`src/rtl/ssa_pkg.sv`:
```
// ----------------------------------------------------------------------------
// ssa_pkg
// Shared types and constants of the sensor sweep averager: field widths,
// register indexes and the microcode program of the control sequencer.
// ----------------------------------------------------------------------------
package ssa_pkg;

  localparam int SAMPLE_W   = 16;  // ADC sample port
  localparam int VALUE_W    = 16;  // result value
  localparam int SENSOR_W   = 4;   // sensor index
  localparam int SUM_W      = 24;  // accumulator, holds 255 full-scale samples
  localparam int CNT_W      = 8;   // sample counter / samples per sensor
  localparam int DIV_STEPS  = 24;  // one quotient bit per step
  localparam int CFG_IDX_W  = 1;
  localparam int CFG_DATA_W = 8;

  // register indexes
  localparam logic [CFG_IDX_W-1:0] REG_SAMPLES = 1'b0;
  localparam logic [CFG_IDX_W-1:0] REG_OFFSET  = 1'b1;

  // microcode addresses
  typedef enum logic [2:0] {
    UP_FETCH,   // wait for a sample transfer
    UP_ACC,     // accumulate, count, dispatch
    UP_DDIV,    // start dark mean division
    UP_DWAIT,   // store dark mean
    UP_LDIV,    // start final mean division
    UP_LWAIT    // build the result
  } upc_t;

  typedef enum logic [2:0] {
    J_GOTO,      // unconditional
    J_ACCEPT,    // hold until a sample is taken
    J_DISPATCH,  // dark close / sensor end / back to fetch
    J_DIV_END,   // hold until divider done, then end or fetch
    J_DIV_OUT    // hold until divider done and result slot free
  } jmp_t;

  typedef struct packed {
    logic in_rdy;
    logic acc;
    logic div_go;
    logic div_lit;  // 1: final window divisor, 0: dark window divisor
    logic wr_dark;
    logic wr_out;
    jmp_t jmp;
    upc_t tgt;
  } uword_t;

  function automatic uword_t ucode(input upc_t pc);
    uword_t w;
    w = '0;
    case (pc)
      UP_FETCH: begin
        w.in_rdy = 1'b1;
        w.jmp    = J_ACCEPT;
        w.tgt    = UP_ACC;
      end
      UP_ACC: begin
        w.acc = 1'b1;
        w.jmp = J_DISPATCH;
        w.tgt = UP_DDIV;
      end
      UP_DDIV: begin
        w.div_go = 1'b1;
        w.jmp    = J_GOTO;
        w.tgt    = UP_DWAIT;
      end
      UP_DWAIT: begin
        w.wr_dark = 1'b1;
        w.jmp     = J_DIV_END;
        w.tgt     = UP_LDIV;
      end
      UP_LDIV: begin
        w.div_go  = 1'b1;
        w.div_lit = 1'b1;
        w.jmp     = J_GOTO;
        w.tgt     = UP_LWAIT;
      end
      UP_LWAIT: begin
        w.div_lit = 1'b1;
        w.wr_out  = 1'b1;
        w.jmp     = J_DIV_OUT;
        w.tgt     = UP_FETCH;
      end
      default: begin
        w.jmp = J_GOTO;
        w.tgt = UP_FETCH;
      end
    endcase
    return w;
  endfunction

endpackage

```
`src/rtl/ssa_div.sv`:
```
// ----------------------------------------------------------------------------
// ssa_div
// Restoring divider, one quotient bit per cycle. Divides the accumulator
// by an 8-bit count. done stays high from completion until the next start.
// ----------------------------------------------------------------------------
module ssa_div (
  input  logic                      clk,
  input  logic                      rst_n,
  input  logic                      start,
  input  logic [ssa_pkg::SUM_W-1:0] dividend,
  input  logic [ssa_pkg::CNT_W-1:0] divisor,
  output logic                      done,
  output logic [ssa_pkg::SUM_W-1:0] quotient
);
  import ssa_pkg::*;

  localparam int STEP_W = $clog2(DIV_STEPS);

  logic [SUM_W-1:0]  quo_r, quo_nxt;
  logic [CNT_W-1:0]  rem_r, rem_nxt;
  logic [CNT_W-1:0]  dvs_r, dvs_nxt;
  logic [STEP_W-1:0] step_r, step_nxt;
  logic              busy_r, busy_nxt;
  logic              done_r, done_nxt;
  logic [CNT_W:0]    rem_sh;
  logic              ge;

  assign rem_sh = {rem_r, quo_r[SUM_W-1]};
  assign ge     = rem_sh >= {1'b0, dvs_r};

  always_comb begin
    quo_nxt  = quo_r;
    rem_nxt  = rem_r;
    dvs_nxt  = dvs_r;
    step_nxt = step_r;
    busy_nxt = busy_r;
    done_nxt = done_r;
    if (start) begin
      quo_nxt  = dividend;
      rem_nxt  = '0;
      dvs_nxt  = divisor;
      step_nxt = '0;
      busy_nxt = 1'b1;
      done_nxt = 1'b0;
    end else if (busy_r) begin
      // when not ge the shifted remainder is below the divisor, so it fits
      rem_nxt  = ge ? CNT_W'(rem_sh - {1'b0, dvs_r}) : rem_sh[CNT_W-1:0];
      quo_nxt  = {quo_r[SUM_W-2:0], ge};
      step_nxt = step_r + 1'b1;
      if (step_r == STEP_W'(DIV_STEPS - 1)) begin
        busy_nxt = 1'b0;
        done_nxt = 1'b1;
      end
    end
  end

  always_ff @(posedge clk) begin
    if (!rst_n) begin
      busy_r <= 1'b0;
      done_r <= 1'b0;
      step_r <= '0;
    end else begin
      busy_r <= busy_nxt;
      done_r <= done_nxt;
      step_r <= step_nxt;
    end
    quo_r <= quo_nxt;
    rem_r <= rem_nxt;
    dvs_r <= dvs_nxt;
  end

  assign done     = done_r;
  assign quotient = quo_r;

endmodule

```
`src/rtl/sensor_sweep_averager_top.sv`:
```
// ----------------------------------------------------------------------------
// sensor_sweep_averager_top
// Averages ADC samples per multiplexed sensor, optionally as lit minus dark.
// ----------------------------------------------------------------------------
// Usage:
//   in_*  : one ADC sample per transfer (valid/ready). Sensors are swept
//           0 .. SENSOR_COUNT-1; each gets samples_per_sensor samples.
//   out_* : one result per sensor, sent on the sensor's last sample.
//   cfg_* : write-only registers, 0 samples_per_sensor, 1 offset_mode.
//           Write only while no sample is in flight.
// Control: runs from a six-step microcode table. A sample that closes no
//   window passes through fetch and accumulate only. Each mean goes through
//   one shared 24-step restoring divider; a sample that closes the dark
//   window, or a sensor's last sample, also waits for its division.
//   out_valid rises when the final mean is written to the output register.
// Reset: all counters, sums and the sweep position clear; samples_per_sensor
//   returns to 128 and offset_mode to 0.
// Stall: the result sits in an output register; the next sensor's samples
//   keep flowing. Apart from waiting on the divider, the sequencer holds only
//   when a new result is ready while the old one is not yet taken, and in_ready stays low meanwhile.
// ----------------------------------------------------------------------------
module sensor_sweep_averager_top #(
  parameter int SENSOR_COUNT  = 15,
  parameter int DISCARD_COUNT = 1,
  parameter int SAMPLE_BITS   = 16
) (
  input  logic                                  clk,
  input  logic                                  rst_n,
  input  logic                                  cfg_wr_en,
  input  logic [ssa_pkg::CFG_IDX_W-1:0]         cfg_index,
  input  logic [ssa_pkg::CFG_DATA_W-1:0]        cfg_data,
  input  logic                                  in_valid,
  output logic                                  in_ready,
  input  logic [ssa_pkg::SAMPLE_W-1:0]          in_adc_sample,
  output logic                                  out_valid,
  input  logic                                  out_ready,
  output logic [ssa_pkg::SENSOR_W-1:0]          out_sensor_number,
  output logic signed [ssa_pkg::VALUE_W-1:0]    out_sensor_value,
  output logic                                  out_divisor_error,
  output logic                                  out_sweep_last
);
  import ssa_pkg::*;

  localparam logic [CNT_W-1:0] DISC = CNT_W'(DISCARD_COUNT);
  localparam logic [SAMPLE_W-1:0] SMASK =
      (SAMPLE_BITS >= SAMPLE_W) ? {SAMPLE_W{1'b1}} : SAMPLE_W'((1 << SAMPLE_BITS) - 1);
  localparam logic [SENSOR_W:0] SENSOR_END = (SENSOR_W + 1)'(SENSOR_COUNT);

  // registers
  logic [CNT_W-1:0]    cfg_samples_r, cfg_samples_nxt;
  logic                cfg_offset_r, cfg_offset_nxt;
  upc_t                upc_r, upc_nxt;
  logic [SAMPLE_W-1:0] sample_r, sample_nxt;
  logic [CNT_W-1:0]    n_r, n_nxt;
  logic                off_r, off_nxt;
  logic [SUM_W-1:0]    sum_r, sum_nxt;
  logic [CNT_W-1:0]    count_r, count_nxt;
  logic [SENSOR_W-1:0] sensor_r, sensor_nxt;
  logic                lit_r, lit_nxt;
  logic [VALUE_W-1:0]  dark_r, dark_nxt;  // low bits of dark mean are all that matter
  logic                end_r, end_nxt;
  logic                out_valid_r, out_valid_nxt;
  logic [SENSOR_W-1:0] out_num_r, out_num_nxt;
  logic [VALUE_W-1:0]  out_val_r, out_val_nxt;
  logic                out_err_r, out_err_nxt;
  logic                out_last_r, out_last_nxt;

  // datapath
  uword_t              uw;
  logic [CNT_W-1:0]    half;
  logic [CNT_W-1:0]    pos;
  logic                keep;
  logic [SUM_W-1:0]    sum_acc;
  logic                close_dark;
  logic                last_smp;
  logic                dark_dz;
  logic [CNT_W-1:0]    tot;
  logic                fin_err;
  logic                xfer_in;
  logic                slot_free;
  logic                wrap;
  logic [CNT_W-1:0]    div_dvs;
  logic                div_done;
  logic [SUM_W-1:0]    div_quo;
  logic [VALUE_W-1:0]  mean16;

  assign uw = ucode(upc_r);

  assign half     = {1'b0, n_r[CNT_W-1:1]};
  assign pos      = (off_r && lit_r) ? ((count_r >= half) ? count_r - half : '0) : count_r;
  assign keep     = pos >= DISC;
  assign sum_acc  = sum_r + (keep ? SUM_W'(sample_r) : '0);
  assign close_dark = off_r && !lit_r && (half != '0) && (count_r >= half - 1'b1);
  assign last_smp = ({1'b0, count_r} + 1'b1) >= {1'b0, n_r};
  assign dark_dz  = half <= DISC;
  assign tot      = off_r ? n_r - half : n_r;
  assign fin_err  = (tot <= DISC) || (off_r && (!lit_r || dark_dz));
  assign div_dvs  = uw.div_lit ? tot - DISC : half - DISC;
  assign xfer_in  = in_valid && uw.in_rdy;
  assign slot_free = !out_valid_r || out_ready;
  assign wrap     = ({1'b0, sensor_r} + 1'b1) >= SENSOR_END;
  assign mean16   = div_quo[VALUE_W-1:0];

  ssa_div u_div (
    .clk      (clk),
    .rst_n    (rst_n),
    .start    (uw.div_go),
    .dividend (sum_r),
    .divisor  (div_dvs),
    .done     (div_done),
    .quotient (div_quo)
  );

  // sequencer
  always_comb begin
    case (uw.jmp)
      J_GOTO:     upc_nxt = uw.tgt;
      J_ACCEPT:   upc_nxt = xfer_in ? uw.tgt : upc_r;
      J_DISPATCH: upc_nxt = close_dark ? uw.tgt : (last_smp ? UP_LDIV : UP_FETCH);
      J_DIV_END:  upc_nxt = div_done ? (end_r ? uw.tgt : UP_FETCH) : upc_r;
      J_DIV_OUT:  upc_nxt = (div_done && slot_free) ? uw.tgt : upc_r;
      default:    upc_nxt = UP_FETCH;
    endcase
  end

  // datapath updates
  always_comb begin
    cfg_samples_nxt = cfg_samples_r;
    cfg_offset_nxt  = cfg_offset_r;
    sample_nxt      = sample_r;
    n_nxt           = n_r;
    off_nxt         = off_r;
    sum_nxt         = sum_r;
    count_nxt       = count_r;
    sensor_nxt      = sensor_r;
    lit_nxt         = lit_r;
    dark_nxt        = dark_r;
    end_nxt         = end_r;
    out_valid_nxt   = out_valid_r && !out_ready;
    out_num_nxt     = out_num_r;
    out_val_nxt     = out_val_r;
    out_err_nxt     = out_err_r;
    out_last_nxt    = out_last_r;

    if (cfg_wr_en) begin
      case (cfg_index)
        REG_SAMPLES: cfg_samples_nxt = cfg_data[CNT_W-1:0];
        REG_OFFSET:  cfg_offset_nxt  = cfg_data[0];
        default:     ;
      endcase
    end

    // config is sampled with the transfer; a length of 0 acts as 1
    if (xfer_in) begin
      sample_nxt = in_adc_sample & SMASK;
      n_nxt      = (cfg_samples_r == '0) ? CNT_W'(1) : cfg_samples_r;
      off_nxt    = cfg_offset_r;
    end

    if (uw.acc) begin
      sum_nxt = sum_acc;
      end_nxt = last_smp;
      if (!last_smp) begin
        count_nxt = count_r + 1'b1;
      end
    end

    if (uw.wr_dark && div_done) begin
      dark_nxt = dark_dz ? '0 : mean16;
      sum_nxt  = '0;
      lit_nxt  = 1'b1;
    end

    if (uw.wr_out && div_done && slot_free) begin
      out_valid_nxt = 1'b1;
      out_num_nxt   = sensor_r;
      out_err_nxt   = fin_err;
      out_val_nxt   = fin_err ? '0 : (off_r ? mean16 - dark_r : mean16);
      out_last_nxt  = wrap;
      sensor_nxt    = wrap ? '0 : sensor_r + 1'b1;
      sum_nxt       = '0;
      count_nxt     = '0;
      lit_nxt       = 1'b0;
    end
  end

  always_ff @(posedge clk) begin
    if (!rst_n) begin
      cfg_samples_r <= CNT_W'(128);
      cfg_offset_r  <= 1'b0;
      upc_r         <= UP_FETCH;
      sum_r         <= '0;
      count_r       <= '0;
      sensor_r      <= '0;
      lit_r         <= 1'b0;
      end_r         <= 1'b0;
      out_valid_r   <= 1'b0;
    end else begin
      cfg_samples_r <= cfg_samples_nxt;
      cfg_offset_r  <= cfg_offset_nxt;
      upc_r         <= upc_nxt;
      sum_r         <= sum_nxt;
      count_r       <= count_nxt;
      sensor_r      <= sensor_nxt;
      lit_r         <= lit_nxt;
      end_r         <= end_nxt;
      out_valid_r   <= out_valid_nxt;
    end
    sample_r   <= sample_nxt;
    n_r        <= n_nxt;
    off_r      <= off_nxt;
    dark_r     <= dark_nxt;
    out_num_r  <= out_num_nxt;
    out_val_r  <= out_val_nxt;
    out_err_r  <= out_err_nxt;
    out_last_r <= out_last_nxt;
  end

  assign in_ready          = uw.in_rdy;
  assign out_valid         = out_valid_r;
  assign out_sensor_number = out_num_r;
  assign out_sensor_value  = out_val_r;
  assign out_divisor_error = out_err_r;
  assign out_sweep_last    = out_last_r;

  // checks
  a_err_zero: assert property (@(posedge clk) disable iff (!rst_n)
      out_valid && out_divisor_error |-> out_sensor_value == '0)
    else $error("divisor error with nonzero value");

  a_last_num: assert property (@(posedge clk) disable iff (!rst_n)
      out_valid && out_sweep_last |-> {1'b0, out_sensor_number} == SENSOR_END - 1'b1)
    else $error("sweep_last on wrong sensor");

  a_acc_after_xfer: assert property (@(posedge clk) disable iff (!rst_n)
      upc_r == UP_ACC |-> $past(in_valid && in_ready))
    else $error("accumulate step without a sample transfer");

  a_sensor_range: assert property (@(posedge clk) disable iff (!rst_n)
      {1'b0, sensor_r} < SENSOR_END)
    else $error("sensor index out of range");

endmodule
```
`config.mk`:
```
export PLATFORM = sky130hd
export DESIGN_NAME = sensor_sweep_averager_top
export DESIGN_NICKNAME = d
export VERILOG_FILES = /design/src/rtl/ssa_pkg.sv /design/src/rtl/ssa_div.sv /design/src/rtl/sensor_sweep_averager_top.sv
export SDC_FILE = /design/constraint.sdc
export NUM_CORES = 1
export LEC_CHECK = 0
export ABC_AREA = 1
export CELL_PAD_IN_SITES_DETAIL_PLACEMENT = 1
export CELL_PAD_IN_SITES_GLOBAL_PLACEMENT = 1
export CORE_MARGIN = 2
export CORE_UTILIZATION = 40
export DETAILED_ROUTE_END_ITERATION = 8
export DONT_BUFFER_PORTS = 1
export GPL_ROUTABILITY_DRIVEN = 0
export PLACE_DENSITY = 0.7
export SETUP_SLACK_MARGIN = 0.2
export SKIP_LAST_GASP = 1
export SLEW_MARGIN = 20
export SYNTH_ARGS = -nofsm -noshare
export SYNTH_HDL_FRONTEND = slang
export SYNTH_SLANG_ARGS = --single-unit
```
`constraint.sdc`:
```
create_clock -name clk -period 7.09 [get_ports clk]
set_input_delay 1.0635 -clock clk [delete_from_list [all_inputs] [get_ports clk]]
set_output_delay 1.0635 -clock clk [all_outputs]
set_load 0.01 [all_outputs]
```
==> results.txt <==
status -> completed
die area -> 0.02771 mm²
Congestion Overflow GR -> 0
First-pass DRT Iterations -> 5
Slew Limit Headroom -> 32.97%
cell row count -> 59
met3 usage -> 3.208%
min Tclk post-route -> 4185 ps
final std cells w/o fill -> 1704
die height -> 166.5 µm
Slew Limit Fails -> 0
Die Width -> 166.5 µm
Worst EP required -> 7410 ps
Fin Setup TNS -> 0 ps
Synth Warn # -> 0
Mapped Area -> 0.01056 mm²
Final setup viols -> 0
HP Class -> register to register
Yosys top cell by area -> edfxtp_1
Crit-path slowest cell -> edfxtp_1
final hold violation count -> 0
Sink Count -> 161
vias after detailed routing -> 8770
Crit Path Class -> register to register
met2 GRT Util -> 32.63%
first-pass GRT wire length -> 46.35 mm
Fmax -> 238.9 MHz
worst-path cell chain -> inv_1 -> ha_1 -> a21oi_1 -> nand3_1 -> nand2_1 -> nand2_1 -> nand3_1 -> nand2_1 -> nor2_2 -> a21boi_0 -> ha_1 -> fa_1 -> nand3_1 -> nand2_1 -> nand2_1 -> nand2_1 -> a21oi_1 -> o21bai_1 -> a21oi_1 -> nor2_1
GR Layer Usage met1 -> 29.56%
Clock Latency Late Sink -> 430 ps
Total GRT Usage -> 20.60%
Core Region -> 0.02598 mm²
Cells after Synth -> 1368
post_cts resized -> 0
Avg Cell Area, Syn -> 7.718 µm²
CP max FO -> 16
CP most frequent cell -> nand2_1
FF+latch count, synth -> 161
Filler cells -> 3207
Initial Util -> 40.63%
top cells by area, synth -> edfxtp_1, dfxtp_1, nand2_1
sequential area share after synthesis -> 39.53%
Ports -> 54
Hold Buf Count CTS -> 0
Antenna Cells -> 0
DRC violations left -> 0
crit path DAT -> 4510 ps
initial antenna violation count -> 0
CTS max path bufs -> 2
Routed WL -> 27.76 mm
clk_skew -> 10.46 ps
largest net degree at the start of global routing -> 51
Setup crit end kind -> register
Num CTS Buffers -> 17
CP Launch Type -> register
CTS tree -> yes
clock-pin slew on the worst setup and hold paths -> 70 ps
Worst-Margin Slew -> 999.2 ps
Leakage -> 5.182 nW
synth unique cells -> 47
vias in the first global route -> 8995
number of synthesized flops with an enable pin -> 95
RSZ-0062 raised after global routing -> no
Synth top area share -> 27.02%
gr busiest metal -> met2
power density over cell area -> 468.6 mW/mm²
Routed WL per cell -> 16.29 µm
Post-Syn Nets -> 1485
layout cells sized above 1 -> 6.647%
H-tree levels -> 4
IO buf count -> 0
worst vdd ir -> 0.1964 mV
area of the multi-input gates -> 0.005458 mm²
Area Overhead vs Synth -> 7.750%
Max-cap violations -> 0
placed cell count -> 1672
NumNets Final -> 1473
CP peak stage delay -> 440 ps
Setup Fix Bufs, Post-CTS -> 0
fin crit share -> 59.03%
dominant synthesized flop cell -> edfxtp_1
register area -> 0.004174 mm²
First DRT Iteration DRCs -> 414
drt via density -> 5.147
Detail Route Antenna Nets -> 0
Synth async-reset ratio -> 0%
hpwl dp -> 21.52 mm
clk root buf -> clkbuf_16
==> state kept, by name (all words and copies together) (netlist names), 16 cells and up <==
name,cells
dark_r,16
sample_r,16
sum_r,24
u_div.quotient,24
out_sensor_value,16
==> placed cells by master, fill, tap and decap left out, types with 12 or more instances in the layout <==
cell type / netlist / layout
dfxtp_1: 66 / 66
nor2_2: 16 / 17
nand2_1: 326 / 326
xnor2_1: 14 / 14
o21ai_0: 81 / 81
inv_1: 185 / 184
a21boi_0: 16 / 16
edfxtp_1: 95 / 95
a21oi_1: 81 / 81
clkbuf_16: 0 / 17
nor3_1: 13 / 13
o211ai_1: 12 / 12
nand4_1: 18 / 18
nor2_1: 134 / 133
nand3_1: 86 / 86
xor2_1: 21 / 21
ha_1: 82 / 82
==> metal layers <==
metal  wire length, µm  vias to the layer above
li1                  -                     4473
met1             14500                     4136
met2             12110                      141
met3               792                       20
met4               354                        0
met5                 0                        -
==> logic make-up after synthesis <==
family	Yosys count	synth area share [%]
adders and majority gates	87	10.66
muxes	1	0.09480
AOI/OAI and AO/OA	229	12.48
buffers and inverters	230	8.804
and+or+nand+nor	625	25.52
DFF	161	39.53
xor gates and xnor gates	35	2.903
==> cell type report <==
cell class	instances	area share [%]
Inverter	194	6.401
Clock inverter	15	1.188
Tap cell	335	3.684
Clock buffer	17	3.739
Multi-Input combinational cell	977	47.97
Timing Repair Buffer	5	0.3299
Sequential cell	161	36.69
==> through the flow <==
stage	power, mW	util (%)	hold slack (ps)	worst slack [ps]	instance area, µm²
finish	5.331	43.78	435.5	2905	11380
global route	5.846	43.78	451.5	2340	11380
CTS	5.359	43.78	440.9	2936	11380
detailed placement	4.429	41.63	425.0	3024	10820
global placement	4.346	41.63	424.5	3195	10820
floorplan	3.696	-	408.6	3687	10560
==> worst paths after layout <==
check	start	to	slack, ps	cells after the start
worst min register to register	cfg_offset_r$_SDFFE_PN0P_	off_r$_DFFE_PP_	440	0
worst max-delay path	n_r[6]$_SDFFCE_PN0P_	sum_r[20]$_SDFFE_PP0P_	2900	20
worst max register to register	n_r[6]$_SDFFCE_PN0P_	sum_r[20]$_SDFFE_PP0P_	2900	20
worst min-delay path	cfg_offset_r$_SDFFE_PN0P_	off_r$_DFFE_PP_	440	0
==> synth_stat cells (2+ instances only) <==
cell      count
o21a_1        4
a21o_1        5
ha_1         82
o22ai_1       2
buf_2        10
a41oi_1       2
or2_2         5
inv_1       185
dfxtp_1      66
o21ai_2       5
inv_2         9
a21boi_0     16
nor3_1       13
a31oi_1       4
nand2_2       7
clkbuf_1     19
xnor2_1      14
a21oi_1      81
fa_1          5
o21ai_0      81
o211ai_1     12
nor4_1        3
buf_6         4
xor2_1       21
o21bai_1      8
a21oi_2       2
buf_4         2
nand4_1      18
edfxtp_1     95
and2_1        2
nand2_1     326
o21ai_1       4
nor2_4        4
nor2_2       16
nand3b_1      3
nand3_1      86
nand3_2       4
nor2_1      134
==> power by group <==
part / switching (mW) / leakage, nW / internal (mW)
logic: 1.92 / 3.48 / 0.957
registers: 0.209 / 1.43 / 1.35
clock network: 0.404 / 0.267 / 0.488
total: 2.54 / 5.18 / 2.79
==> worst max-delay path, delay by kind of cell, from the launching register on <==
family,cells,cell delay (ps)
AOI/OAI and AO/OA,5,1070
adders and majority gates,3,1050
buffers and inverters,1,240
DFF,1,440
and+or+nand+nor,11,1300
Power figures use the tool's default switching activity.
